[src/iace_pkg.sv]
// Shared types, constants and lookup functions for the IMA ADPCM clip encoder.
package iace_pkg;

    localparam int LOOKAHEAD_DEPTH_DEF = 16;
    localparam int QUEUE_DEPTH         = 4;
    localparam int IDX_W               = 7;
    localparam int STEP_W              = 15;
    localparam int DELTA_W             = 17;
    localparam int REC_W               = 16;
    localparam int INDEX_MAX           = 88;

    localparam logic [IDX_W-1:0]  INDEX_LAST = IDX_W'(INDEX_MAX);
    localparam logic [STEP_W-1:0] STEP_TOP   = 15'd32767;

    // Input beat and result beat payloads
    typedef struct packed {
        logic signed [15:0] sample;
        logic               last_sample;
    } in_t;

    typedef struct packed {
        logic [7:0] out_byte;
        logic       byte_is_header;
        logic       out_last;
    } out_t;

    // Command passed from the front end to the encoder back end
    typedef struct packed {
        logic               is_header;
        logic signed [15:0] sample;
        logic [IDX_W-1:0]   index;
        logic               is_final;
    } cmd_t;

    typedef enum logic [2:0] {
        F_LOOK,
        F_SEARCH,
        F_HEAD,
        F_READ,
        F_PUSH,
        F_STREAM
    } front_state_t;

    typedef enum logic [1:0] {
        B_IDLE,
        B_HDR,
        B_CALC,
        B_UPD
    } back_state_t;

    typedef enum logic [1:0] {
        HB_PRED_LO,
        HB_PRED_HI,
        HB_INDEX_LO,
        HB_INDEX_HI
    } hdr_byte_t;

    localparam logic [STEP_W-1:0] STEP_TABLE [0:INDEX_MAX] = '{
        15'd7,     15'd8,     15'd9,     15'd10,    15'd11,    15'd12,    15'd13,
        15'd14,    15'd16,    15'd17,    15'd19,    15'd21,    15'd23,    15'd25,
        15'd28,    15'd31,    15'd34,    15'd37,    15'd41,    15'd45,    15'd50,
        15'd55,    15'd60,    15'd66,    15'd73,    15'd80,    15'd88,    15'd97,
        15'd107,   15'd118,   15'd130,   15'd143,   15'd157,   15'd173,   15'd190,
        15'd209,   15'd230,   15'd253,   15'd279,   15'd307,   15'd337,   15'd371,
        15'd408,   15'd449,   15'd494,   15'd544,   15'd598,   15'd658,   15'd724,
        15'd796,   15'd876,   15'd963,   15'd1060,  15'd1166,  15'd1282,  15'd1411,
        15'd1552,  15'd1707,  15'd1878,  15'd2066,  15'd2272,  15'd2499,  15'd2749,
        15'd3024,  15'd3327,  15'd3660,  15'd4026,  15'd4428,  15'd4871,  15'd5358,
        15'd5894,  15'd6484,  15'd7132,  15'd7845,  15'd8630,  15'd9493,  15'd10442,
        15'd11487, 15'd12635, 15'd13899, 15'd15289, 15'd16818, 15'd18500, 15'd20350,
        15'd22385, 15'd24623, 15'd27086, 15'd29794, 15'd32767
    };

    // Step size for a quantizer index; indexes past the table read the top step
    function automatic logic [STEP_W-1:0] step_size(input logic [IDX_W-1:0] idx);
        logic [STEP_W-1:0] s;
        if (idx > INDEX_LAST) begin
            s = STEP_TOP;
        end else begin
            s = STEP_TABLE[idx];
        end
        return s;
    endfunction

    // Threshold step*15/8 used to pick the starting index
    function automatic logic [DELTA_W-1:0] step_threshold(input logic [IDX_W-1:0] idx);
        logic [18:0] p;
        p = {4'b0000, step_size(idx)} * 19'd15;
        return {1'b0, p[18:3]};
    endfunction

    // Index adjustment for a nibble, sign bit ignored
    function automatic logic signed [4:0] index_move(input logic [3:0] nib);
        logic signed [4:0] m;
        case (nib[2:0])
            3'd4:    m = 5'sd2;
            3'd5:    m = 5'sd4;
            3'd6:    m = 5'sd6;
            3'd7:    m = 5'sd8;
            default: m = -5'sd1;
        endcase
        return m;
    endfunction

endpackage

[src/iace_front.sv]
// Front end: lookahead buffering, start index search and command issue.
module iace_front #(
    parameter int DEPTH = iace_pkg::LOOKAHEAD_DEPTH_DEF
) (
    input  logic          aclk,
    input  logic          aresetn,
    input  logic          s_valid,
    output logic          s_ready,
    input  iace_pkg::in_t s_data,
    output logic          q_valid,
    input  logic          q_ready,
    output iace_pkg::cmd_t q_data
);
    import iace_pkg::*;

    localparam int ADDR_W = (DEPTH > 1) ? $clog2(DEPTH) : 1;
    localparam logic [ADDR_W-1:0] LAST_ADDR = ADDR_W'(DEPTH - 1);

    front_state_t state_reg, state_next;
    logic [ADDR_W-1:0]  count_reg, count_next;
    logic [ADDR_W-1:0]  last_addr_reg, last_addr_next;
    logic [ADDR_W-1:0]  rd_ptr_reg, rd_ptr_next;
    logic               flush_final_reg, flush_final_next;
    logic signed [15:0] prev_reg, prev_next;
    logic signed [15:0] first_reg, first_next;
    logic [DELTA_W-1:0] delta_reg, delta_next;
    logic [IDX_W-1:0]   lo_reg, lo_next;
    logic [IDX_W-1:0]   hi_reg, hi_next;
    logic signed [15:0] rdata_reg;
    logic signed [15:0] mem [0:DEPTH-1];

    logic signed [DELTA_W-1:0] diff;
    logic [DELTA_W-1:0]        mag;
    logic [DELTA_W-1:0]        delta_upd;
    logic [IDX_W:0]            mid_sum;
    logic [IDX_W-1:0]          mid;
    logic                      thr_ok;

    // Neighbor difference and running maximum
    always_comb begin
        diff = {s_data.sample[15], s_data.sample} - {prev_reg[15], prev_reg};
        mag  = diff[DELTA_W-1] ? DELTA_W'(-diff) : DELTA_W'(diff);
        delta_upd = ((count_reg != '0) && (mag > delta_reg)) ? mag : delta_reg;
    end

    // Binary search probe
    always_comb begin
        mid_sum = {1'b0, lo_reg} + {1'b0, hi_reg};
        mid     = mid_sum[IDX_W:1];
        thr_ok  = step_threshold(mid) >= delta_reg;
    end

    always_ff @(posedge aclk) begin
        if (!aresetn) begin
            state_reg       <= F_LOOK;
            count_reg       <= '0;
            delta_reg       <= '0;
            flush_final_reg <= 1'b0;
        end else begin
            state_reg       <= state_next;
            count_reg       <= count_next;
            delta_reg       <= delta_next;
            flush_final_reg <= flush_final_next;
        end
    end

    always_ff @(posedge aclk) begin
        last_addr_reg <= last_addr_next;
        rd_ptr_reg    <= rd_ptr_next;
        prev_reg      <= prev_next;
        first_reg     <= first_next;
        lo_reg        <= lo_next;
        hi_reg        <= hi_next;
    end

    // Lookahead store: write on buffered beats, registered read while draining
    always_ff @(posedge aclk) begin
        if (state_reg == F_LOOK && s_valid) begin
            mem[count_reg] <= s_data.sample;
        end
        if (state_reg == F_READ) begin
            rdata_reg <= mem[rd_ptr_reg];
        end
    end

    always_comb begin
        state_next       = state_reg;
        count_next       = count_reg;
        last_addr_next   = last_addr_reg;
        rd_ptr_next      = rd_ptr_reg;
        flush_final_next = flush_final_reg;
        prev_next        = prev_reg;
        first_next       = first_reg;
        delta_next       = delta_reg;
        lo_next          = lo_reg;
        hi_next          = hi_reg;
        s_ready          = 1'b0;
        q_valid          = 1'b0;
        q_data           = '0;

        unique case (state_reg)
            F_LOOK: begin
                s_ready = 1'b1;
                if (s_valid) begin
                    prev_next  = s_data.sample;
                    delta_next = delta_upd;
                    count_next = count_reg + 1'b1;
                    if (count_reg == '0) begin
                        first_next = s_data.sample;
                    end
                    // Flush when the store fills or the clip ends
                    if (s_data.last_sample || count_reg == LAST_ADDR) begin
                        last_addr_next   = count_reg;
                        flush_final_next = s_data.last_sample;
                        count_next       = '0;
                        lo_next          = '0;
                        hi_next          = INDEX_LAST;
                        state_next       = F_SEARCH;
                    end
                end
            end
            F_SEARCH: begin
                if (lo_reg == hi_reg) begin
                    state_next = F_HEAD;
                end else if (thr_ok) begin
                    hi_next = mid;
                end else begin
                    lo_next = mid + 1'b1;
                end
            end
            F_HEAD: begin
                q_valid          = 1'b1;
                q_data.is_header = 1'b1;
                q_data.sample    = first_reg;
                q_data.index     = lo_reg;
                if (q_ready) begin
                    delta_next  = '0;
                    rd_ptr_next = '0;
                    state_next  = F_READ;
                end
            end
            F_READ: begin
                state_next = F_PUSH;
            end
            F_PUSH: begin
                q_valid         = 1'b1;
                q_data.sample   = rdata_reg;
                q_data.is_final = flush_final_reg && (rd_ptr_reg == last_addr_reg);
                if (q_ready) begin
                    if (rd_ptr_reg == last_addr_reg) begin
                        state_next = flush_final_reg ? F_LOOK : F_STREAM;
                    end else begin
                        rd_ptr_next = rd_ptr_reg + 1'b1;
                        state_next  = F_READ;
                    end
                end
            end
            F_STREAM: begin
                s_ready         = q_ready;
                q_valid         = s_valid;
                q_data.sample   = s_data.sample;
                q_data.is_final = s_data.last_sample;
                if (s_valid && q_ready && s_data.last_sample) begin
                    state_next = F_LOOK;
                end
            end
            default: begin
                state_next = F_LOOK;
            end
        endcase
    end

endmodule

[src/iace_queue.sv]
// Short command queue between the front end and the encoder back end.
module iace_queue #(
    parameter int DEPTH = iace_pkg::QUEUE_DEPTH
) (
    input  logic           aclk,
    input  logic           aresetn,
    input  logic           push_valid,
    output logic           push_ready,
    input  iace_pkg::cmd_t push_data,
    output logic           pop_valid,
    input  logic           pop_ready,
    output iace_pkg::cmd_t pop_data
);
    import iace_pkg::*;

    localparam int PTR_W = (DEPTH > 1) ? $clog2(DEPTH) : 1;
    localparam int CNT_W = $clog2(DEPTH + 1);
    localparam logic [PTR_W-1:0] PTR_LAST = PTR_W'(DEPTH - 1);
    localparam logic [CNT_W-1:0] CNT_FULL = CNT_W'(DEPTH);

    cmd_t             slot_reg [0:DEPTH-1];
    logic [PTR_W-1:0] wr_ptr_reg, wr_ptr_next;
    logic [PTR_W-1:0] rd_ptr_reg, rd_ptr_next;
    logic [CNT_W-1:0] fill_reg, fill_next;
    logic             do_push;
    logic             do_pop;

    always_comb begin
        push_ready = fill_reg != CNT_FULL;
        pop_valid  = fill_reg != '0;
        pop_data   = slot_reg[rd_ptr_reg];
        do_push    = push_valid && push_ready;
        do_pop     = pop_valid && pop_ready;
    end

    // Advance pointers and fill level
    always_comb begin
        wr_ptr_next = wr_ptr_reg;
        rd_ptr_next = rd_ptr_reg;
        fill_next   = fill_reg;
        if (do_push) begin
            wr_ptr_next = (wr_ptr_reg == PTR_LAST) ? '0 : wr_ptr_reg + 1'b1;
        end
        if (do_pop) begin
            rd_ptr_next = (rd_ptr_reg == PTR_LAST) ? '0 : rd_ptr_reg + 1'b1;
        end
        if (do_push && !do_pop) begin
            fill_next = fill_reg + 1'b1;
        end else if (do_pop && !do_push) begin
            fill_next = fill_reg - 1'b1;
        end
    end

    always_ff @(posedge aclk) begin
        if (!aresetn) begin
            wr_ptr_reg <= '0;
            rd_ptr_reg <= '0;
            fill_reg   <= '0;
        end else begin
            wr_ptr_reg <= wr_ptr_next;
            rd_ptr_reg <= rd_ptr_next;
            fill_reg   <= fill_next;
        end
    end

    always_ff @(posedge aclk) begin
        if (do_push) begin
            slot_reg[wr_ptr_reg] <= push_data;
        end
    end

endmodule

[src/iace_back.sv]
// Back end: header emission, ADPCM quantization and nibble packing.
module iace_back (
    input  logic           aclk,
    input  logic           aresetn,
    input  logic           q_valid,
    output logic           q_ready,
    input  iace_pkg::cmd_t q_data,
    output logic           m_valid,
    input  logic           m_ready,
    output iace_pkg::out_t m_data
);
    import iace_pkg::*;

    back_state_t state_reg, state_next;
    hdr_byte_t   hdr_cnt_reg, hdr_cnt_next;
    logic signed [15:0] pred_reg, pred_next;
    logic [IDX_W-1:0]   idx_reg, idx_next;
    logic signed [15:0] sample_reg, sample_next;
    logic               final_reg, final_next;
    logic [3:0]         nib_reg, nib_next;
    logic [REC_W-1:0]   rec_reg, rec_next;
    logic [3:0]         held_reg, held_next;
    logic               waiting_reg, waiting_next;
    logic               m_valid_reg, m_valid_next;
    out_t               m_data_reg, m_data_next;

    logic [STEP_W-1:0]         step;
    logic signed [DELTA_W-1:0] diff;
    logic [DELTA_W-1:0]        mag;
    logic [DELTA_W-1:0]        rec_calc;
    logic [3:0]                nib_calc;
    logic signed [17:0]        pred_sum;
    logic signed [15:0]        pred_sat;
    logic signed [8:0]         idx_sum;
    logic [IDX_W-1:0]          idx_clamped;
    logic                      out_free;

    // Quantize one sample against the running predictor
    always_comb begin
        step     = step_size(idx_reg);
        diff     = {sample_reg[15], sample_reg} - {pred_reg[15], pred_reg};
        nib_calc = {diff[DELTA_W-1], 3'b000};
        mag      = diff[DELTA_W-1] ? DELTA_W'(-diff) : DELTA_W'(diff);
        rec_calc = DELTA_W'(step >> 3);
        if (mag >= DELTA_W'(step)) begin
            nib_calc[2] = 1'b1;
            mag         = mag - DELTA_W'(step);
            rec_calc    = rec_calc + DELTA_W'(step);
        end
        if (mag >= DELTA_W'(step >> 1)) begin
            nib_calc[1] = 1'b1;
            mag         = mag - DELTA_W'(step >> 1);
            rec_calc    = rec_calc + DELTA_W'(step >> 1);
        end
        if (mag >= DELTA_W'(step >> 2)) begin
            nib_calc[0] = 1'b1;
            rec_calc    = rec_calc + DELTA_W'(step >> 2);
        end
    end

    // Saturate the predictor and clamp the index
    always_comb begin
        if (nib_reg[3]) begin
            pred_sum = {{2{pred_reg[15]}}, pred_reg} - $signed({2'b00, rec_reg});
        end else begin
            pred_sum = {{2{pred_reg[15]}}, pred_reg} + $signed({2'b00, rec_reg});
        end
        if (pred_sum > 18'sd32767) begin
            pred_sat = 16'sh7FFF;
        end else if (pred_sum < -18'sd32768) begin
            pred_sat = 16'sh8000;
        end else begin
            pred_sat = pred_sum[15:0];
        end
        idx_sum = $signed({2'b00, idx_reg}) + 9'(index_move(nib_reg));
        if (idx_sum < 9'sd0) begin
            idx_clamped = '0;
        end else if (idx_sum > $signed({2'b00, INDEX_LAST})) begin
            idx_clamped = INDEX_LAST;
        end else begin
            idx_clamped = idx_sum[IDX_W-1:0];
        end
    end

    assign out_free = !m_valid_reg || m_ready;
    assign m_valid  = m_valid_reg;
    assign m_data   = m_data_reg;

    always_ff @(posedge aclk) begin
        if (!aresetn) begin
            state_reg   <= B_IDLE;
            hdr_cnt_reg <= HB_PRED_LO;
            waiting_reg <= 1'b0;
            m_valid_reg <= 1'b0;
        end else begin
            state_reg   <= state_next;
            hdr_cnt_reg <= hdr_cnt_next;
            waiting_reg <= waiting_next;
            m_valid_reg <= m_valid_next;
        end
    end

    always_ff @(posedge aclk) begin
        pred_reg   <= pred_next;
        idx_reg    <= idx_next;
        sample_reg <= sample_next;
        final_reg  <= final_next;
        nib_reg    <= nib_next;
        rec_reg    <= rec_next;
        held_reg   <= held_next;
        m_data_reg <= m_data_next;
    end

    always_comb begin
        state_next   = state_reg;
        hdr_cnt_next = hdr_cnt_reg;
        pred_next    = pred_reg;
        idx_next     = idx_reg;
        sample_next  = sample_reg;
        final_next   = final_reg;
        nib_next     = nib_reg;
        rec_next     = rec_reg;
        held_next    = held_reg;
        waiting_next = waiting_reg;
        m_valid_next = m_valid_reg && !m_ready;
        m_data_next  = m_data_reg;
        q_ready      = 1'b0;

        unique case (state_reg)
            B_IDLE: begin
                q_ready = 1'b1;
                if (q_valid) begin
                    if (q_data.is_header) begin
                        pred_next    = q_data.sample;
                        idx_next     = q_data.index;
                        hdr_cnt_next = HB_PRED_LO;
                        state_next   = B_HDR;
                    end else begin
                        sample_next = q_data.sample;
                        final_next  = q_data.is_final;
                        state_next  = B_CALC;
                    end
                end
            end
            B_HDR: begin
                if (out_free) begin
                    m_valid_next               = 1'b1;
                    m_data_next.byte_is_header = 1'b1;
                    m_data_next.out_last       = 1'b0;
                    unique case (hdr_cnt_reg)
                        HB_PRED_LO:  m_data_next.out_byte = pred_reg[7:0];
                        HB_PRED_HI:  m_data_next.out_byte = pred_reg[15:8];
                        HB_INDEX_LO: m_data_next.out_byte = {1'b0, idx_reg};
                        HB_INDEX_HI: m_data_next.out_byte = 8'h00;
                        default:     m_data_next.out_byte = 8'h00;
                    endcase
                    if (hdr_cnt_reg == HB_INDEX_HI) begin
                        state_next = B_IDLE;
                    end else begin
                        hdr_cnt_next = hdr_byte_t'(hdr_cnt_reg + 2'd1);
                    end
                end
            end
            B_CALC: begin
                nib_next   = nib_calc;
                rec_next   = rec_calc[REC_W-1:0];
                state_next = B_UPD;
            end
            B_UPD: begin
                if (out_free) begin
                    pred_next  = pred_sat;
                    idx_next   = idx_clamped;
                    state_next = B_IDLE;
                    // Pack nibbles low half first; pad an odd final nibble
                    if (waiting_reg) begin
                        m_valid_next               = 1'b1;
                        m_data_next.out_byte       = {nib_reg, held_reg};
                        m_data_next.byte_is_header = 1'b0;
                        m_data_next.out_last       = final_reg;
                        waiting_next               = 1'b0;
                    end else if (final_reg) begin
                        m_valid_next               = 1'b1;
                        m_data_next.out_byte       = {4'h0, nib_reg};
                        m_data_next.byte_is_header = 1'b0;
                        m_data_next.out_last       = 1'b1;
                    end else begin
                        held_next    = nib_reg;
                        waiting_next = 1'b1;
                    end
                end
            end
            default: begin
                state_next = B_IDLE;
            end
        endcase
    end

endmodule

[src/ima_adpcm_clip_encoder.sv]
// IMA ADPCM clip encoder top level: front end, command queue and back end.
// Lookahead: one sample per cycle until the store fills or the clip ends.
// Flush: a binary search for the start index, 4 header bytes, then each buffered sample
//   passes the back end's idle, quantize and update states (front drains via read, push).
// Streaming after the lookahead: the back end takes a new sample only in idle, after
//   quantize and update of the last; a byte is registered at its last sample's update.
// Reset (aresetn low, synchronous) clears all control state; the store is not cleared.
module ima_adpcm_clip_encoder #(
    parameter int LOOKAHEAD_DEPTH = iace_pkg::LOOKAHEAD_DEPTH_DEF
) (
    input  logic           aclk,
    input  logic           aresetn,
    input  logic           s_valid,
    output logic           s_ready,
    input  iace_pkg::in_t  s_data,
    output logic           m_valid,
    input  logic           m_ready,
    output iace_pkg::out_t m_data
);
    import iace_pkg::*;

    logic fq_valid;
    logic fq_ready;
    cmd_t fq_data;
    logic qb_valid;
    logic qb_ready;
    cmd_t qb_data;

    iace_front #(
        .DEPTH(LOOKAHEAD_DEPTH)
    ) u_front (
        .aclk    (aclk),
        .aresetn (aresetn),
        .s_valid (s_valid),
        .s_ready (s_ready),
        .s_data  (s_data),
        .q_valid (fq_valid),
        .q_ready (fq_ready),
        .q_data  (fq_data)
    );

    iace_queue #(
        .DEPTH(QUEUE_DEPTH)
    ) u_queue (
        .aclk       (aclk),
        .aresetn    (aresetn),
        .push_valid (fq_valid),
        .push_ready (fq_ready),
        .push_data  (fq_data),
        .pop_valid  (qb_valid),
        .pop_ready  (qb_ready),
        .pop_data   (qb_data)
    );

    iace_back u_back (
        .aclk    (aclk),
        .aresetn (aresetn),
        .q_valid (qb_valid),
        .q_ready (qb_ready),
        .q_data  (qb_data),
        .m_valid (m_valid),
        .m_ready (m_ready),
        .m_data  (m_data)
    );

endmodule

[config.mk]
export PLATFORM = sky130hd
export DESIGN_NAME = ima_adpcm_clip_encoder
export DESIGN_NICKNAME = d
export VERILOG_FILES = /design/src/iace_pkg.sv /design/src/iace_front.sv /design/src/iace_queue.sv /design/src/iace_back.sv /design/src/ima_adpcm_clip_encoder.sv
export SDC_FILE = /design/constraint.sdc
export NUM_CORES = 1
export LEC_CHECK = 0
export CELL_PAD_IN_SITES_DETAIL_PLACEMENT = 0
export CELL_PAD_IN_SITES_GLOBAL_PLACEMENT = 1
export CORE_ASPECT_RATIO = 0.7
export CORE_MARGIN = 5
export CORE_UTILIZATION = 45
export DETAILED_ROUTE_END_ITERATION = 7
export DONT_BUFFER_PORTS = 1
export MAX_ROUTING_LAYER = met4
export PLACE_DENSITY = 0.8
export SETUP_SLACK_MARGIN = 0.4
export SLEW_MARGIN = 10
export SYNTH_ARGS = -nofsm -noshare
export SYNTH_HDL_FRONTEND = slang
export SYNTH_SLANG_ARGS = --single-unit
[constraint.sdc]
create_clock -name aclk -period 11.5 [get_ports aclk]
set_input_delay 0.575 -clock aclk [delete_from_list [all_inputs] [get_ports aclk]]
set_output_delay 0.575 -clock aclk [all_outputs]
set_load 0.02 [all_outputs]
## After elaboration in Yosys (flattened, before gate mapping)

Memories as Yosys holds them, arrays and structs flattened. A register that Yosys moved wholly into a read port is not among the register bits.
Cells that the tools add are included.

| word-level totals | value |
|---|---|
| register bits | 166 |
| bits in latches | 0 |
| memory bits (writable) | 356 |
| memory bits (read-only) | 3840 |
| bits of input ports | 21 |
| output and inout port bits | 12 |
| word-level logic and storage cells | 254 |
| memories kept | 4 |

Memories:

| memory | words | bits a word | read ports | clocked after Yosys merged registers in | wr ports | line | text |
|---|---|---|---|---|---|---|---|
| (no name shown) | 128 | 15 | 1 | 0 | 0 | iace_pkg.sv:80 | `s = STEP_TABLE[idx];` |
| (no name shown) | 128 | 15 | 1 | 0 | 0 | iace_pkg.sv:80 |  |
| u_front.mem | 16 | 16 | 1 | 1 | 1 | iace_front.sv:30 | `logic signed [15:0] mem [0:DEPTH-1];` |
| u_queue.slot_reg | 4 | 25 | 1 | 1 | 1 | iace_queue.sv:21 | `cmd_t slot_reg [0:DEPTH-1];` |

| cells by class | value |
|---|---|
| add/subtract/negate cells | 21 |
| $mul | 1 |
| div/mod/pow operators | 0 |
| magnitude comparators | 13 |
| equal/unequal tests | 39 |
| shift-type cells | 0 |
| multiplexer cells | 99 |
| bitwise operators | 5 |
| reductions and logical operators | 45 |

Operator list:

| cell | count |
|---|---|
| two-way mux 16 bit | 8 |
| two-way mux 17 bit | 7 |
| two-way mux 7 bit | 14 |
| two-way mux 15 bit | 6 |
| one-hot mux 16 bit (3 select lines) | 1 |
| one-hot mux 7 bit (2 select lines) | 3 |
| two-way mux 10 bit | 4 |
| negator 17 bit | 2 |
| one-hot mux 17 bit (2 select lines) | 1 |
| subtractor 16 x 16 -> 17 bit | 2 |
| one-hot mux 16 bit (2 select lines) | 1 |
| one-hot mux 8 bit (4 select lines) | 1 |
| two-way mux 3 bit | 10 |
| two-way mux 2 bit | 13 |
| AND reduction 4 bit | 6 |
| one-hot mux 10 bit (2 select lines) | 1 |
| one-hot mux 5 bit (4 select lines) | 1 |
| multiplier 15 x 4 -> 19 bit (second input constant) | 1 |
| adder 16 x 17 -> 18 bit | 1 |
| == test 3 bit (second input constant) | 6 |
| > comparator 18 x 16 -> 1 bit (second input constant) | 1 |
| < comparator 18 x 16 -> 1 bit (second input constant) | 1 |
| two-way mux 18 bit | 1 |
| inequality test 2 x 1 -> 1 bit (second input constant) | 9 |
| 55 further kinds | 122 |

## Logic depth before layout (Yosys ltp)

Gate-level depths: netlist of the first run.

| depth | value |
|---|---|
| word-level depth | 11 |
| depth in mapped cells | 57 |
| gate-level depth less buffers | 54 |

## Cells and area by module

From an unflattened synthesis of the first run, not the netlist that was laid out.

| unflattened totals | value |
|---|---|
| cell total of the unflattened synthesis | 3081 |
| area, all modules | 34011.4 µm² |

Modules (own cells, without submodules):

| module | instances | cells an instance | area each (µm²) | sequential area each (µm²) |
|---|---|---|---|---|
| iace_front | 1 | 1394 | 18248.8 | 9809.4 |
| iace_back | 1 | 1505 | 11672.4 | 2342.2 |
| iace_queue | 1 | 182 | 4090.2 | 3183.1 |

## Worst setup path after synthesis of the first run

Ideal clock, no wire load.

| timing | value |
|---|---|
| path type | register to register |
| start | register u_back.pred_reg[0] |
| end | register u_back.rec_reg[0], data pin |
| setup time | 262 ps |
| arrival time | 10014 ps |
| setup slack | 1224 ps |
| cell stages (with the launch flop) | 52 |
| buffers on the path | 4 |
| period minus slack after synthesis | 10276 ps |
| cells stage by stage | edfxtp_1 ha_1 fa_1 nand2b_1 a21oi_1 o22ai_1 o21ai_0 a21o_1 inv_1 clkbuf_1 a21oi_1 inv_1 ha_1 nor2b_1 nor3_1 o21bai_1 a21oi_1 nor2b_1 [... 16 more ...] nor2_1 nand4_4 buf_2 mux2_2 ha_1 nand2b_1 a21o_1 a21o_1 a21o_1 a21oi_1 nor2b_1 o21ai_0 a21oi_1 a211oi_1 o21ai_0 a21oi_1 o211ai_4 mux2_1 |

| between the ends | value |
|---|---|
| longest elaborated chain between the ends | 9 |
| elaborated cells between the ends (all ways) | 15 |
| those cells by class | 6 x add/sub; 3 x order compare; 6 x mux |

RTL lines:

| element | line | text |
|---|---|---|
| from (decl) | iace_back.sv:16 | `logic signed [15:0] pred_reg, pred_next;` |
| from (signal assigned) | iace_back.sv:104 | `pred_reg <= pred_next;` |
| subtractor 16 x 16 -> 17 bit * | iace_back.sv:41 | `diff = {sample_reg[15], sample_reg} - {pred_reg[15], pred_reg};` |
| named net u_back.diff[16] | iace_back.sv:28 | `logic signed [DELTA_W-1:0] diff;` |
| negator 17 bit | iace_back.sv:43 | `mag = diff[DELTA_W-1] ? DELTA_W'(-diff) : DELTA_W'(diff);` |
| two-way mux 17 bit * | iace_back.sv:43 |  |
| subtractor 17 x 15 -> 17 bit or >= comparator 17 x 15 -> 1 bit (tied branches) | iace_back.sv:47, iace_back.sv:45 |  |
| two-way mux 17 bit or two-way mux 16 bit (tied branches) | iace_back.sv:45 | `if (mag >= DELTA_W'(step)) begin` |
| subtractor 17 x 14 -> 17 bit (tied with other cells) | iace_back.sv:52 | `mag = mag - DELTA_W'(step >> 1);` |
| two-way mux 17 bit or two-way mux 16 bit (tied branches) | iace_back.sv:50 | `if (mag >= DELTA_W'(step >> 1)) begin` |
| >= comparator 17 x 13 -> 1 bit or adder 16 x 13 -> 16 bit (tied branches) | iace_back.sv:55, iace_back.sv:57 |  |
| two-way mux 16 bit * | iace_back.sv:55 | `if (mag >= DELTA_W'(step >> 2)) begin` |
| named net u_back.rec_calc[0] | iace_back.sv:30 | `logic [DELTA_W-1:0] rec_calc;` |
| to (signal assigned) | iace_back.sv:109 | `rec_reg <= rec_next;` |
| to (decl) | iace_back.sv:21 | `logic [REC_W-1:0] rec_reg, rec_next;` |

Mark *: on every way through the listed nets, which the timed path passes. The rest lies on a longest branch.
A chain may end at the register's enable or synchronous reset.

## Worst setup path in the final report of the first run

| timing | value |
|---|---|
| start | register u_back.pred_reg[0] |
| end | register u_back.rec_reg[12], data pin |

| between the ends | value |
|---|---|
| longest elaborated chain between the ends | 9 |
| elaborated cells between the ends (all ways) | 15 |
| those cells by class | 6 x add/sub; 3 x order compare; 6 x mux |

RTL lines:

| element | line |
|---|---|
| subtractor 16 x 16 -> 17 bit * | iace_back.sv:41 |
| negator 17 bit | iace_back.sv:43 |
| two-way mux 17 bit * | iace_back.sv:43 |
| subtractor 17 x 15 -> 17 bit or >= comparator 17 x 15 -> 1 bit (tied branches) | iace_back.sv:47, iace_back.sv:45 |
| two-way mux 17 bit or two-way mux 16 bit (tied branches) | iace_back.sv:45 |
| subtractor 17 x 14 -> 17 bit (tied with other cells) | iace_back.sv:52 |
| two-way mux 17 bit or two-way mux 16 bit (tied branches) | iace_back.sv:50 |
| >= comparator 17 x 13 -> 1 bit or adder 16 x 13 -> 16 bit (tied branches) | iace_back.sv:55, iace_back.sv:57 |
| two-way mux 16 bit * | iace_back.sv:55 |
| named net u_back.rec_calc[12] | iace_back.sv:30 |

Marks and branches as above.

==> impl_metrics.xml, run 1 <==
<?xml version="1.0" encoding="UTF-8"?>
<metrics>
  <group name="clock_network">
    <metric name="clock_sink_count" unit="">540</metric>
    <metric name="worst_skew_pair.late_latency" unit="ns">0.63</metric>
    <metric name="cts_max_level" unit="">2</metric>
    <metric name="clk_pin_slew" unit="ns">0.06</metric>
    <metric name="cts_made_buffers" unit="">53</metric>
    <metric name="cts-root-buf" unit="">sky130_fd_sc_hd__clkbuf_16</metric>
    <metric name="cts_tree" unit="">built</metric>
    <metric name="cts_buffer_depth" unit="">3</metric>
  </group>
  <group name="detailed_routing">
    <metric name="initial_drt_pass_iterations" unit="">6</metric>
    <metric name="vias_per_cell" unit="">6.05</metric>
    <metric name="detail_routed_net_length_per_standard_cell" unit="um">21.9</metric>
    <metric name="drt-initial-drc-count" unit="">2796</metric>
    <metric name="vias_after_detailed_routing" unit="">24541</metric>
    <metric name="drt.antenna.violating_nets" unit="">0</metric>
    <metric name="routed_wirelength" unit="um">89000</metric>
    <metric name="remaining_drc_errors" unit="">0</metric>
  </group>
  <group name="setup_path">
    <metric name="critical_path_class" unit="">register to register</metric>
    <metric name="critical_path.startpoint_type" unit="">register</metric>
    <metric name="worst-endpoint-required" unit="ns">11.85</metric>
    <metric name="critical_path.slowest_cell" unit="">sky130_fd_sc_hd__fa_1</metric>
    <metric name="critPathMaxStageDelay" unit="ns">0.45</metric>
    <metric name="critical_path.max_fanout" unit="">27</metric>
    <metric name="end_kind" unit="">register</metric>
    <metric name="worst-endpoint-arrival" unit="ns">10.83</metric>
  </group>
  <group name="global_routing">
    <metric name="maximum_number_of_pins_on_one_net_before_global_route_repair" unit="">74</metric>
    <metric name="grt_pass1_wl" unit="um">138000</metric>
    <metric name="antenna_found_initial" unit="">3</metric>
    <metric name="groute.usage.overall" unit="%">21.9</metric>
    <metric name="grt_pass1_vias" unit="">23505</metric>
    <metric name="grt_ovf" unit="">0</metric>
  </group>
  <group name="synthesis">
    <metric name="synth_enable_flop_cells" unit="">500</metric>
    <metric name="postSynthRegisterBits" unit="">540</metric>
    <metric name="yosys_most_used_dff" unit="">sky130_fd_sc_hd__edfxtp_1</metric>
    <metric name="synth.yosys.warnings" unit="">0</metric>
    <metric name="synth.cell_area" unit="sq um">34000</metric>
    <metric name="synth_fp_nets" unit="">3342</metric>
    <metric name="synth_cell_type_count" unit="">93</metric>
    <metric name="synth_async_sr_flop_share" unit="%">0</metric>
    <metric name="synth_cells" unit="">3033</metric>
    <metric name="ys_seq_area_share" unit="%">46.5</metric>
    <metric name="avgSynthCellArea" unit="sq um">11.2</metric>
  </group>
  <group name="sta">
    <metric name="worst_slew_pin_slew" unit="ns">1.16</metric>
    <metric name="setup_viol_count_final" unit="">0</metric>
    <metric name="postLayoutSetupSlackWorst" unit="ns">1.02</metric>
    <metric name="final_worst_path_period_share" unit="%">91.1</metric>
    <metric name="post-route-min-period" unit="ns">10.48</metric>
    <metric name="final-max-slew-violation-count" unit="">0</metric>
    <metric name="finalHoldViolations" unit="">0</metric>
    <metric name="rsz_0062_raised_after_global_routing" unit="">false</metric>
    <metric name="clock-skew-final" unit="ns">0.0744</metric>
    <metric name="achievable-frequency" unit="MHz">95.4</metric>
    <metric name="final.setup.tns" unit="ns">0</metric>
    <metric name="slew_headroom" unit="%">22.9</metric>
  </group>
  <group name="status">
    <metric name="status" unit="">completed</metric>
  </group>
  <group name="floorplan">
    <metric name="initial_core_util" unit="%">45.3</metric>
    <metric name="std_cell_rows" unit="">84</metric>
    <metric name="die-width" unit="um">339</metric>
    <metric name="top_level_ports" unit="">33</metric>
    <metric name="fp.dieArea" unit="sq um">81300</metric>
    <metric name="core_region_area" unit="sq um">75000</metric>
    <metric name="die_height" unit="um">240</metric>
  </group>
  <group name="final_layout">
    <metric name="final_common_cell" unit="">sky130_fd_sc_hd__edfxtp_1</metric>
    <metric name="max_ffs_per_register" unit="">256</metric>
    <metric name="finalNetCount" unit="">3332</metric>
    <metric name="area_growth_syn_to_layout" unit="%">9.31</metric>
    <metric name="layout.cells.most_common_list" unit="">sky130_fd_sc_hd__edfxtp_1, sky130_fd_sc_hd__ha_1, sky130_fd_sc_hd__nor2_1, sky130_fd_sc_hd__nand2_1, sky130_fd_sc_hd__a21oi_1</metric>
    <metric name="antennaDiodeCount" unit="">0</metric>
    <metric name="drive_gt1_share" unit="%">11.2</metric>
  </group>
  <group name="worst_hold_path">
    <metric name="min_path_type" unit="">input pin to register</metric>
  </group>
  <group name="placed_design">
    <metric name="gp_routability_congestion" unit="">0.905</metric>
    <metric name="post-place-ws" unit="ns">0.212</metric>
    <metric name="detailedPlacementHpwl" unit="um">62900</metric>
    <metric name="buffer_ports.inserted" unit="">0</metric>
  </group>
  <group name="run">
    <metric name="cap_viol_max_count" unit="">0</metric>
  </group>
</metrics>
-- routing by layer --
metal / track usage, % / part of all wire (%) / vias up
li1: - / - / 11311
met1: 32.8 / 46 / 12051
met2: 33.5 / 44 / 1075
met3: 2.19 / 8.3 / 104
met4: 3.05 / 1.3 / 0
met5: - / 0 / -
-- synth_stat cells, drive strengths merged, types with 40 or more instances --
cell type  count  area share [%]
a21oi        231             3.4
ha           250             9.2
nor3          60            0.90
clkbuf       108             1.2
nand3         43            0.65
a21o          46             1.0
nor2         229             2.5
xnor2        121             3.2
inv          199             2.2
mux4         109             7.2
edfxtp       500              44
nor2b         49            0.90
xor2          50             1.3
o21ai        198             2.9
dfxtp         40             2.4
nand2        225             2.5
-- cell type report --
cell class	instances	area [sq um]
fillers	6530	37900
multi-input cells	2154	17100
flip-flops and latches	540	15800
clock buffers	77	1440
well taps	989	1240
inverters	200	754
repair buffers	74	582
clock inverters	21	274
-- critical path, delay by kind of cell (launching register included) --
| kind | cells | cell delay, ns |
|---|---|---|
| multiplexers | 2 | 0.60 |
| adder cells (fa/ha/maj) | 6 | 1.58 |
| AND/OR/NAND/NOR | 15 | 2.23 |
| AO/OA/AOI/OAI | 23 | 4.43 |
| XOR/XNOR | 1 | 0.08 |
| flip-flops | 1 | 0.38 |
| buffers and inverters | 6 | 0.90 |
-- repair_timing --
action | in CTS | in global routing
gates cloned | 0 | 1
buffers inserted | 0 | 6
endpoints found under the setup margin | 16 | 17
pin swaps | 0 | 4
resized for setup | 3 | 23
hold buffers | 0 | 0
-- stage by stage --
| stage | util [%] | hold slack, ns | instances | cell area, sq um |
|---|---|---|---|---|
| global route | 49.5 | 0.0172 | 4055 | 37200 |
| detailed placement | 47.0 | 0.455 | 3950 | 35300 |
| CTS | 49.3 | 0.0138 | 4048 | 37000 |
| finish | 49.5 | 0.0486 | 4055 | 37200 |
| global placement | 47.0 | 0.459 | 3950 | 35300 |
| floorplan | - | 0.424 | 3033 | 34000 |
-- final timing paths --
path                               from                    end  slack, ns  cells after the start
hold / removal                s_data[8]      u_front.mem[9][7]       0.05                      0
setup reg to reg     u_back.pred_reg[0]     u_back.rec_reg[12]       1.02                     53
hold reg to reg   u_front.delta_reg[14]  u_front.delta_reg[14]       0.47                      1
setup / recovery     u_back.pred_reg[0]     u_back.rec_reg[12]       1.02                     53
-- kinds of logic after synthesis --
kind of cell / Yosys count / synth area share, %
simple gates: 773 / 10.8
compound gates: 773 / 14.4
mux: 148 / 8.50
buf+inv: 340 / 3.83
xor+xnor: 171 / 4.47
fa+ha+maj: 288 / 11.4
flops: 540 / 46.5
Power of run 1 is not shown: default switching activity piles up to over one toggle a cycle in this logic, so the estimate is an artifact.
==> run 2, diff against run 1 <==
ABC_AREA = 1   (was default)
GPL_TIMING_DRIVEN = 0   (was default)
PLACE_DENSITY = 0.82   (was 0.8)
REMOVE_ABC_BUFFERS = 1   (was default)
==> run 2 against run 1 <==
Effect of this change:
- final cell count rose by 23%
- synthesized cell count rose by 29%
- area after synthesis rose by 2.6%
- non-clock buffer count fell by 12
- wire length rose by 4.4%
- critical path depth rose by 3
- die area rose by 2.5%
- setup slack improved by 0.17 ns
- clock skew fell by 0.041 ns
- via count rose by 12%
- critical endpoint is now u_back.rec_reg[15]
==> impl_metrics.xml, run 2 <==
<?xml version="1.0" encoding="UTF-8"?>
<metrics>
  <group name="detailed_routing">
    <metric name="remaining_drc_errors" unit="">0</metric>
    <metric name="detail_routed_net_length_per_standard_cell" unit="um">18.7</metric>
    <metric name="initial_drt_pass_iterations" unit="">6</metric>
    <metric name="vias_per_cell" unit="">5.54</metric>
    <metric name="drt-initial-drc-count" unit="">3231</metric>
    <metric name="vias_after_detailed_routing" unit="">27535</metric>
    <metric name="drt.antenna.violating_nets" unit="">0</metric>
    <metric name="routed_wirelength" unit="um">92900</metric>
  </group>
  <group name="synthesis">
    <metric name="yosys_most_used_dff" unit="">sky130_fd_sc_hd__edfxtp_1</metric>
    <metric name="synth_async_sr_flop_share" unit="%">0</metric>
    <metric name="synth_cell_count_leaders" unit="">sky130_fd_sc_hd__nand2_1, sky130_fd_sc_hd__inv_1, sky130_fd_sc_hd__edfxtp_1</metric>
    <metric name="ys_seq_area_share" unit="%">45.3</metric>
    <metric name="synth_most_common_cell" unit="">sky130_fd_sc_hd__nand2_1</metric>
    <metric name="synth.yosys.warnings" unit="">0</metric>
    <metric name="postSynthRegisterBits" unit="">540</metric>
    <metric name="synth.area.top_cells" unit="">sky130_fd_sc_hd__edfxtp_1, sky130_fd_sc_hd__ha_1, sky130_fd_sc_hd__nand2_1</metric>
    <metric name="synth.cell_area" unit="sq um">34900</metric>
    <metric name="synth_cells" unit="">3899</metric>
    <metric name="synth_enable_flop_cells" unit="">500</metric>
    <metric name="synth_largest_area_cell" unit="">sky130_fd_sc_hd__edfxtp_1</metric>
    <metric name="avgSynthCellArea" unit="sq um">8.94</metric>
    <metric name="netlist.area_leader.share" unit="%">43.1</metric>
    <metric name="synth_cell_type_count" unit="">67</metric>
  </group>
  <group name="setup_path">
    <metric name="critical_path.max_fanout" unit="">35</metric>
    <metric name="critical_path_buffer_and_inverter_count" unit="">7</metric>
    <metric name="critical_path.startpoint_type" unit="">register</metric>
    <metric name="origin_of_the_critical_flop_to_flop_path" unit="">u_back.idx_reg[2]</metric>
    <metric name="end_kind" unit="">register</metric>
    <metric name="rrSetupSlack" unit="ns">1.19</metric>
    <metric name="critical_path.slowest_cell" unit="">sky130_fd_sc_hd__edfxtp_1</metric>
    <metric name="ff2ff_path_depth" unit="">56</metric>
    <metric name="worst-endpoint-required" unit="ns">11.83</metric>
    <metric name="critPathMaxStageDelay" unit="ns">0.82</metric>
    <metric name="path_delay_family" unit="">simple AND/OR/NAND/NOR gates</metric>
    <metric name="worst-endpoint-arrival" unit="ns">10.64</metric>
    <metric name="crit-reg2reg-capture" unit="">u_back.rec_reg[15]</metric>
    <metric name="critical_path_class" unit="">register to register</metric>
    <metric name="critical-path-top-cell-by-count" unit="">sky130_fd_sc_hd__nand2_1</metric>
  </group>
  <group name="final_layout">
    <metric name="drive_gt1_share" unit="%">6.91</metric>
    <metric name="max_ffs_per_register" unit="">256</metric>
    <metric name="fillCellCount" unit="">7108</metric>
    <metric name="layout.cells.most_common_list" unit="">sky130_fd_sc_hd__nand2_1, sky130_fd_sc_hd__inv_1, sky130_fd_sc_hd__edfxtp_1, sky130_fd_sc_hd__nor2_1, sky130_fd_sc_hd__o21ai_0</metric>
    <metric name="area_growth_syn_to_layout" unit="%">9.84</metric>
    <metric name="stdcell_area" unit="sq um">38300</metric>
    <metric name="finalNetCount" unit="">4192</metric>
    <metric name="final_common_cell" unit="">sky130_fd_sc_hd__nand2_1</metric>
    <metric name="postLayoutCoreUtil" unit="%">49.8</metric>
  </group>
  <group name="sta">
    <metric name="rsz_0062_raised_after_global_routing" unit="">false</metric>
    <metric name="achievable-frequency" unit="MHz">97.0</metric>
    <metric name="clock-skew-final" unit="ns">0.0333</metric>
    <metric name="slew_headroom" unit="%">17.0</metric>
    <metric name="final_worst_path_period_share" unit="%">89.6</metric>
    <metric name="finalHoldViolations" unit="">0</metric>
    <metric name="final-max-slew-violation-count" unit="">0</metric>
    <metric name="worst_slew_pin_slew" unit="ns">1.24</metric>
    <metric name="post-route-min-period" unit="ns">10.31</metric>
    <metric name="setup_viol_count_final" unit="">0</metric>
  </group>
  <group name="floorplan">
    <metric name="die_height" unit="um">243</metric>
    <metric name="initial_core_util" unit="%">45.4</metric>
    <metric name="fp.dieArea" unit="sq um">83300</metric>
    <metric name="std_cell_rows" unit="">85</metric>
    <metric name="die-width" unit="um">343</metric>
    <metric name="top_level_ports" unit="">33</metric>
    <metric name="core_region_area" unit="sq um">76900</metric>
  </group>
  <group name="global_routing">
    <metric name="antenna_found_initial" unit="">0</metric>
    <metric name="maximum_number_of_pins_on_one_net_before_global_route_repair" unit="">65</metric>
    <metric name="groute.usage.overall" unit="%">22.1</metric>
    <metric name="grt_ovf" unit="">0</metric>
    <metric name="grt_pass1_vias" unit="">24547</metric>
    <metric name="grt_pass1_wl" unit="um">142000</metric>
  </group>
  <group name="placed_design">
    <metric name="gp_routability_congestion" unit="">0.947</metric>
    <metric name="dpl-instance-area" unit="sq um">36400</metric>
    <metric name="buffer_ports.inserted" unit="">0</metric>
    <metric name="detailedPlacementHpwl" unit="um">67600</metric>
  </group>
  <group name="clock_network">
    <metric name="cts_tree" unit="">built</metric>
    <metric name="cts_max_level" unit="">2</metric>
    <metric name="worst_skew_pair.late_latency" unit="ns">0.62</metric>
    <metric name="cts_made_buffers" unit="">51</metric>
    <metric name="clock_sink_count" unit="">540</metric>
    <metric name="cts-root-buf" unit="">sky130_fd_sc_hd__clkbuf_16</metric>
    <metric name="cts_buffer_depth" unit="">3</metric>
    <metric name="clk_pin_slew" unit="ns">0.07</metric>
  </group>
  <group name="run">
    <metric name="cap_viol_max_count" unit="">0</metric>
  </group>
  <group name="worst_hold_path">
    <metric name="min_path_type" unit="">input pin to register</metric>
    <metric name="hp-start" unit="">s_data[7]</metric>
    <metric name="timing.hold.worst_path_depth" unit="">0</metric>
    <metric name="timing.hold.worst_endpoint" unit="">u_front.mem[6][6]</metric>
  </group>
  <group name="status">
    <metric name="status" unit="">completed</metric>
  </group>
</metrics>
## run 2: changes by cell type after synthesis, sizes merged, moves of 50 or more
cell,before,now
xnor2,121,42
o211ai,23,77
a21oi,231,324
mux2i,14,64
inv,199,518
nand3,43,161
nand2,225,637
xor2,50,108
o21ai,198,347
nor2,229,355
mux4,109,0
## run 2: worst max-delay path by stage
stage,start,endpoint,cells after the start
floorplan,u_back.idx_reg[1],u_back.rec_reg[15],55
global placement,u_back.idx_reg[1],u_back.rec_reg[15],51
detailed placement,u_back.idx_reg[1],u_back.rec_reg[15],56
CTS,u_back.idx_reg[1],u_back.rec_reg[15],56
global route,u_back.idx_reg[2],u_back.rec_reg[15],58
finish,u_back.idx_reg[2],u_back.rec_reg[15],56
## run 2: stage by stage
stage,TNS (ns),hold slack [ns],worst slack (ns),instances
after global routing,0,0.0166,0.442,4967
after detailed placement,-0.0811,0.455,-0.0811,4853
after CTS,0,0.0269,0.450,4947
final,0,0.0580,1.19,4968
after global placement,-15.40,0.453,-1.31,4809
after floorplan,0,0.445,2.18,3765
## run 2: kinds of logic (layout without fill, tap and decap cells)
| group | Yosys count | after routing | share of synthesized area (%) |
|---|---|---|---|
| compound gates | 910 | 910 | 14.9 |
| simple gates | 1287 | 1288 | 15.7 |
| flops | 540 | 540 | 45.3 |
| other cells | 0 | 1 | 0 |
| xor+xnor | 150 | 150 | 3.83 |
| buf+inv | 660 | 683 | 7.30 |
| mux | 64 | 64 | 1.84 |
| fa+ha+maj | 288 | 288 | 11.2 |
## run 2: worst register-to-register path: cells and delay by family (launching register included)
| family | cells | cell delay (ns) |
|---|---|---|
| AND/OR/NAND/NOR | 28 | 3.57 |
| adder cells (fa/ha/maj) | 4 | 1.35 |
| buffers and inverters | 7 | 1.58 |
| AO/OA/AOI/OAI | 17 | 2.75 |
| flip-flops | 1 | 0.82 |
## run 2: layer usage
| metal | global-route usage (%) | part of all wire [%] | up-vias |
|---|---|---|---|
| li1 | - | - | 13419 |
| met1 | 35.3 | 50 | 12898 |
| met2 | 29.0 | 39 | 1102 |
| met3 | 3.96 | 9.1 | 116 |
| met4 | 3.74 | 1.6 | 0 |
| met5 | - | 0 | - |
## run 2: final cells by class
cell class,instances,area (sq um),share of cell area [%]
repair buffers,62,802,2.09
well taps,1044,1310,3.41
clock inverters,20,243,0.634
diodes,1,2.50,0.00653
multi-input cells,2700,16700,43.5
repair inverters,2,10.0,0.0261
clock buffers,73,1450,3.79
flip-flops and latches,540,15800,41.3
inverters,526,2000,5.21
## run 2: timing repair
item                                    CTS  global route
cloned                                    0             3
pin swaps                                 0             1
endpoints found under the setup margin   15            17
endpoints found under the hold margin     0             0
setup buffers                             1            17
hold buffers                              0             0
gates resized for setup                   4            11
Power of run 2 is left out for the same reason.
